<file path="config.mk">
export PLATFORM = sky130hd
export DESIGN_NAME = qrs_queue
export DESIGN_NICKNAME = d
export VERILOG_FILES = /design/src/rtl/qrs_pkg.sv /design/src/rtl/qrs_queue.sv
export SDC_FILE = /design/constraint.sdc
export NUM_CORES = 1
export LEC_CHECK = 0
export BUFFER_PORTS_ARGS = -buffer_cell sky130_fd_sc_hd__buf_2
export CAP_MARGIN = 20
export CORE_MARGIN = 1.5
export CORE_UTILIZATION = 40
export CTS_CLUSTER_SIZE = 12
export DETAILED_ROUTE_END_ITERATION = 6
export GPL_TIMING_DRIVEN = 0
export MAX_ROUTING_LAYER = met4
export SYNTH_ARGS = -nofsm -noshare
export SYNTH_HDL_FRONTEND = slang
export SYNTH_SLANG_ARGS = --single-unit
</file>
<file path="constraint.sdc">
create_clock -name clk -period 7.4 [get_ports clk]
set_clock_uncertainty 0.2 [all_clocks]
set_input_delay 1.48 -clock clk [delete_from_list [all_inputs] [get_ports clk]]
set_output_delay 1.48 -clock clk [all_outputs]
set_load 0.1 [all_outputs]
</file>
<file path="src/rtl/qrs_pkg.sv">
// Shared types, widths and codes for the quadratic root solver.
// No dependencies; every other rtl file imports this package.
package qrs_pkg;

    localparam int FRAC_BITS = 16;
    localparam int COEF_W    = 32;
    // Discriminant b*b - 4ac, signed, exact.
    localparam int D_W       = 2 * COEF_W + 2;
    // floor(sqrt(D)) width and the sqrt trial width.
    localparam int ROOT_W    = D_W / 2 + 1;
    localparam int SQ_W      = 2 * ROOT_W;
    // Numerator -b +/- s, signed, and its magnitude.
    localparam int NUM_W     = ROOT_W + 1;
    localparam int MAG_W     = ROOT_W;
    // Divisor 2|a| and the scaled dividend.
    localparam int DEN_W     = COEF_W + 1;
    localparam int DVD_W     = MAG_W + FRAC_BITS;
    // Queue between front and back.
    localparam int Q_DEPTH   = 4;
    localparam int QPTR_W    = $clog2(Q_DEPTH);
    localparam int QCNT_W    = $clog2(Q_DEPTH + 1);
    // Items the front may still push after busy rises.
    localparam int FRONT_INFLIGHT = 3;

    typedef enum logic [1:0] {
        ST_OK    = 2'd0,
        ST_AZERO = 2'd1,
        ST_NEG   = 2'd2
    } status_t;

    // Per-item side data carried beside the datapath.
    typedef struct packed {
        status_t                    status;
        logic signed [COEF_W-1:0]   coef_a;
        logic signed [COEF_W-1:0]   coef_b;
    } side_t;

    // Queue word from front to back.
    typedef struct packed {
        side_t                      side;
        logic signed [D_W-1:0]      disc;
    } qitem_t;

endpackage

</file>
<file path="src/rtl/qrs_queue.sv">
// Short queue between front and back ends, with an early busy flag.
// Uses qrs_pkg.
module qrs_queue (
    input  logic            clk,
    input  logic            rst_n,
    input  logic            push,
    input  qrs_pkg::qitem_t push_word,
    input  logic            pop,
    output logic            not_empty,
    output qrs_pkg::qitem_t pop_word,
    output logic            near_full
);
    import qrs_pkg::*;

    qitem_t              mem_reg [0:Q_DEPTH-1];
    logic [QPTR_W-1:0]   wr_ptr_reg;
    logic [QPTR_W-1:0]   rd_ptr_reg;
    logic [QCNT_W-1:0]   count_reg;
    logic [QCNT_W-1:0]   count_next;

    always_ff @(posedge clk)
    begin
        if (push)
            mem_reg[wr_ptr_reg] <= push_word;
    end

    // Pointers and fill count
    always_comb
    begin
        count_next = count_reg;
        if (push && !pop)
            count_next = count_reg + 1'b1;
        else if (pop && !push)
            count_next = count_reg - 1'b1;
    end

    always_ff @(posedge clk or negedge rst_n)
    begin
        if (!rst_n)
        begin
            wr_ptr_reg <= '0;
            rd_ptr_reg <= '0;
            count_reg  <= '0;
        end
        else
        begin
            if (push)
                wr_ptr_reg <= wr_ptr_reg + 1'b1;
            if (pop)
                rd_ptr_reg <= rd_ptr_reg + 1'b1;
            count_reg <= count_next;
        end
    end

    assign not_empty = (count_reg != '0);
    assign pop_word  = mem_reg[rd_ptr_reg];
    // Room must remain for every word the front may still deliver.
    assign near_full = (count_reg > QCNT_W'(Q_DEPTH - FRONT_INFLIGHT));

`ifndef SYNTH
    a_no_overflow: assert property (@(posedge clk) disable iff (!rst_n)
        push && !pop |-> count_reg != QCNT_W'(Q_DEPTH))
        else $error("queue push while full");
    a_no_underflow: assert property (@(posedge clk) disable iff (!rst_n)
        pop |-> count_reg != '0)
        else $error("queue pop while empty");
`endif

endmodule

</file>
Word level (Yosys, flattened, before mapping)
Memories as Yosys holds them, arrays and structs flattened.
Cells that the tools add are included.
{ "totals": {"register_bits": 7, "inputBits": 136, "mem_count": 1, "elab_cells": 19, "ram_bits": 528, "out_inout_bits": 134} }
{ "classes": {"mux": 4, "n_reduce_logical": 6, "order_cmp": 1, "add_sub_neg": 4} }
{ "memory_table": {"columns": ["memory", "depth", "width", "rd", "rd_ports_with_merged_regs", "wr", "line_no", "text"], "rows": [
  ["mem_reg", 4, 132, 1, 0, 1, "qrs_queue.sv:15", "qitem_t mem_reg [0:Q_DEPTH-1];"]
]} }
{ "op_table": {"columns": ["op", "n"], "rows": [
  ["$mux 3", 2],
  ["$add 2x1->2 const B", 2],
  ["$add 3x1->3 const B", 1],
  ["$gt 3x1->1 const B", 1],
  ["$reduce_bool 3->1", 1],
  ["$sub 3x1->3 const B", 1],
  ["$logic_and 1x1->1", 2],
  ["$logic_not 1->1", 2],
  ["$mux 1", 2],
  ["$reduce_bool 2->1", 1]
]} }

Longest topological paths before layout
{ "logic_depth": {"depth_word": 4, "ltp_mapped": 5, "depth_no_buf": 5} }

Least setup slack after synthesis
Ideal clock, no wire load.
{ "synth_path": {"path_kind": "input -> register", "from": "in push", "to": "mem mem_reg[0][0] in the netlist's numbering (enable)", "t_arrival_ns": 4.502, "required_ns": 6.694, "slack_ns": 2.192, "n_path_buf": 0, "path_stages": 1, "setup_time_ns": 0.506, "cell_sequence": "and2_1"} }
{ "synth_between": {"elab_chain_cells": 2} }
{ "synth_lines": {"columns": ["element", "line_no", "text"], "rows": [
  ["from (decl)", "qrs_queue.sv:6", "input logic push,"],
  ["$mux 1", "qrs_queue.sv:23", "if (push)"],
  ["$mux 1 (not written as such)", "qrs_queue.sv:24", "mem_reg[wr_ptr_reg] <= push_word;"],
  ["to (decl)", "qrs_queue.sv:15", null]
]} }
Every way passes these cells.

==> results.toml <==
[status]
status = "finished, final reports clean"

[floorplan]
io_pins = 270
start_util = 0.407
fp.dieW_um = 224
rows = 80
die_area_sq_mm = 0.0500
coreArea_sq_mm = 0.0478
die_y_um = 224

[global_routing]
grt_pass1_wl_um = 57100
track_usage = 0.160
grt_overflow = 0
antenna_found_initial = 6
grt_max_degree = 56
grt_pass1_vias = 9136

[cts]
cts.sink_count = 535
cts_resized = 0
htree_levels = 2
cts-buffers-inserted = 54
postCtsHoldBufs = 0
root_buffer = "clkbuf_16"
postCtsSetupBuffers = 0
path_clk_slew_ns = 0.06
insertion_delay_ns = 0.57
cts_tree = "built"
clock_path_buffers = 3

[timing]
min_period_over_period = 0.579
period_needed_ns = 4.28
rsz0062_at_grt = "false"
setup_violations = 0
layout_setup_ws_ns = 3.12
slew_viol_final = 0
fmax_mhz = 234
max_slew_margin = 0.428
setup_tns_ns = 0
worstMarginPinSlew_ns = 0.858
hold_viol = 0

[route]
wl_per_cell_um = 22.3
postRouteAntennaNets = 0
drtIter0Drc = 571
dr.pass1.iters = 6
viasPerCell = 5.03
drc_errors = 0
routed_wl_um = 38200
vias = 8639

[final_layout]
num-nets-final = 1209
drive_gt1_frac = 0.457
fin_util = 0.489
final_common_cell = "edfxtp_1"
final.fill_count = 3899
layout_common_cells = "edfxtp_1, buf_2, mux4_2"
synthToLayoutAreaGrowth_pct = 20.2
fin_area_sq_mm = 0.0234
largest_register_ffs = 528

[place]
hpwl_um = 23200
gp_congestion = 0.691
preCtsSetupSlack_ns = 3.60
port_buffers = 269
placed_area_sq_mm = 0.0218

[worst_hold_path]
hold_class = "flop to flop"

[critical_path]
cp.required_ns = 5.72
crit_end = "pop_word[62]"
rr_worst_depth = 4
r2r-end = "mem_reg[2][58]"
crit_path_start = "rd_ptr_reg[1]"
reg2reg_slack_ns = 5.25
endpoint_kind = "primary output"
crit_arrival_ns = 2.60
worstReg2RegStart = "wr_ptr_reg[0]"
start_kind = "flop"
crit_fanout = 10
worstSetupPathType = "flop to primary output"

[synthesis]
synth_top_cell_by_area = "edfxtp_1"
synth_nets = 876
synth_cell_types = 18
synth_seq_area_share = 0.824
synth_cells = 731
synth_area_leaders = "edfxtp_1, mux4_2, dfrtp_1"
syn_avg_cell_area_sq_um = 26.6
synthesis.area_sq_mm = 0.0195
yosysWarnings = 0
synth_top_area_share = 0.815
ys_ff_latch = 535

[run]
drv_cap = 0
## worst min-delay path by stage
stage / from / to / slack (ns) / cells past startpoint
after global placement: count_reg[2] / count_reg[2] / 0.27 / 1
final: count_reg[2] / count_reg[2] / 0.28 / 1
after CTS: count_reg[2] / count_reg[2] / 0.29 / 1
after detailed placement: count_reg[2] / count_reg[2] / 0.27 / 1
after global routing: count_reg[2] / count_reg[2] / 0.31 / 1
after floorplan: count_reg[2] / count_reg[2] / 0.25 / 1
## stage by stage
step | std cells | hold slack [ns]
4_1_cts | 1710 | 0.288
6_report | 1717 | 0.282
5_1_grt | 1716 | 0.312
3_3_place_gp | 1615 | 0.266
3_5_place_dp | 1623 | 0.271
2_1_floorplan | 731 | 0.249
## cell usage after synthesis (all sizes together)
cell type,n
buf,25
dfrtp,7
o21ai,2
clkbuf,5
and2,4
ha,9
nand2b,1
nand2,3
xor2,4
mux2i,1
o21bai,1
inv,5
edfxtp,528
xnor2,2
nor2,2
mux4,132
## metal layers
layer	share of wire	GRT usage
met2	0.48	0.242
met5	0	-
met1	0.43	0.207
met3	0.077	0.0514
met4	0.019	0.0488
## worst max-delay path: stages (launching register included)
cell	delay (ns)
dfrtp_1	0.32
buf_2	0.19
buf_2	0.41
buf_2	0.37
mux4_2	0.27
buf_2	0.45
## final cells by class
class                      count  area (sq um)  share of cell area
clock buffer                  72          1440              0.0616
timing repair buffer         277          1570              0.0670
inverter                       5          18.8            0.000803
sequential                   535         16000               0.686
clock inverter                15           119             0.00508
tap                          615           769              0.0329
multi-input combinational    161          3230               0.138
antenna                        7          17.5            0.000749
buffer                        30           196             0.00840
## cells by family (layout without fill, tap and decap cells)
family / count (synthesis) / after routing / synth area share
XOR/XNOR: 6 / 6 / 0.00270
multiplexers: 133 / 133 / 0.153
flip-flops: 535 / 535 / 0.824
adder cells (fa/ha/maj): 9 / 9 / 0.00579
buffers and inverters: 35 / 399 / 0.0111
AO/OA/AOI/OAI: 3 / 3 / 0.000900
AND/OR/NAND/NOR: 10 / 10 / 0.00257
other: 0 / 7 / 0
Power is left out: the tool's default activity adds up to more than one toggle a clock period on the data nets, which glitch-free logic cannot reach.
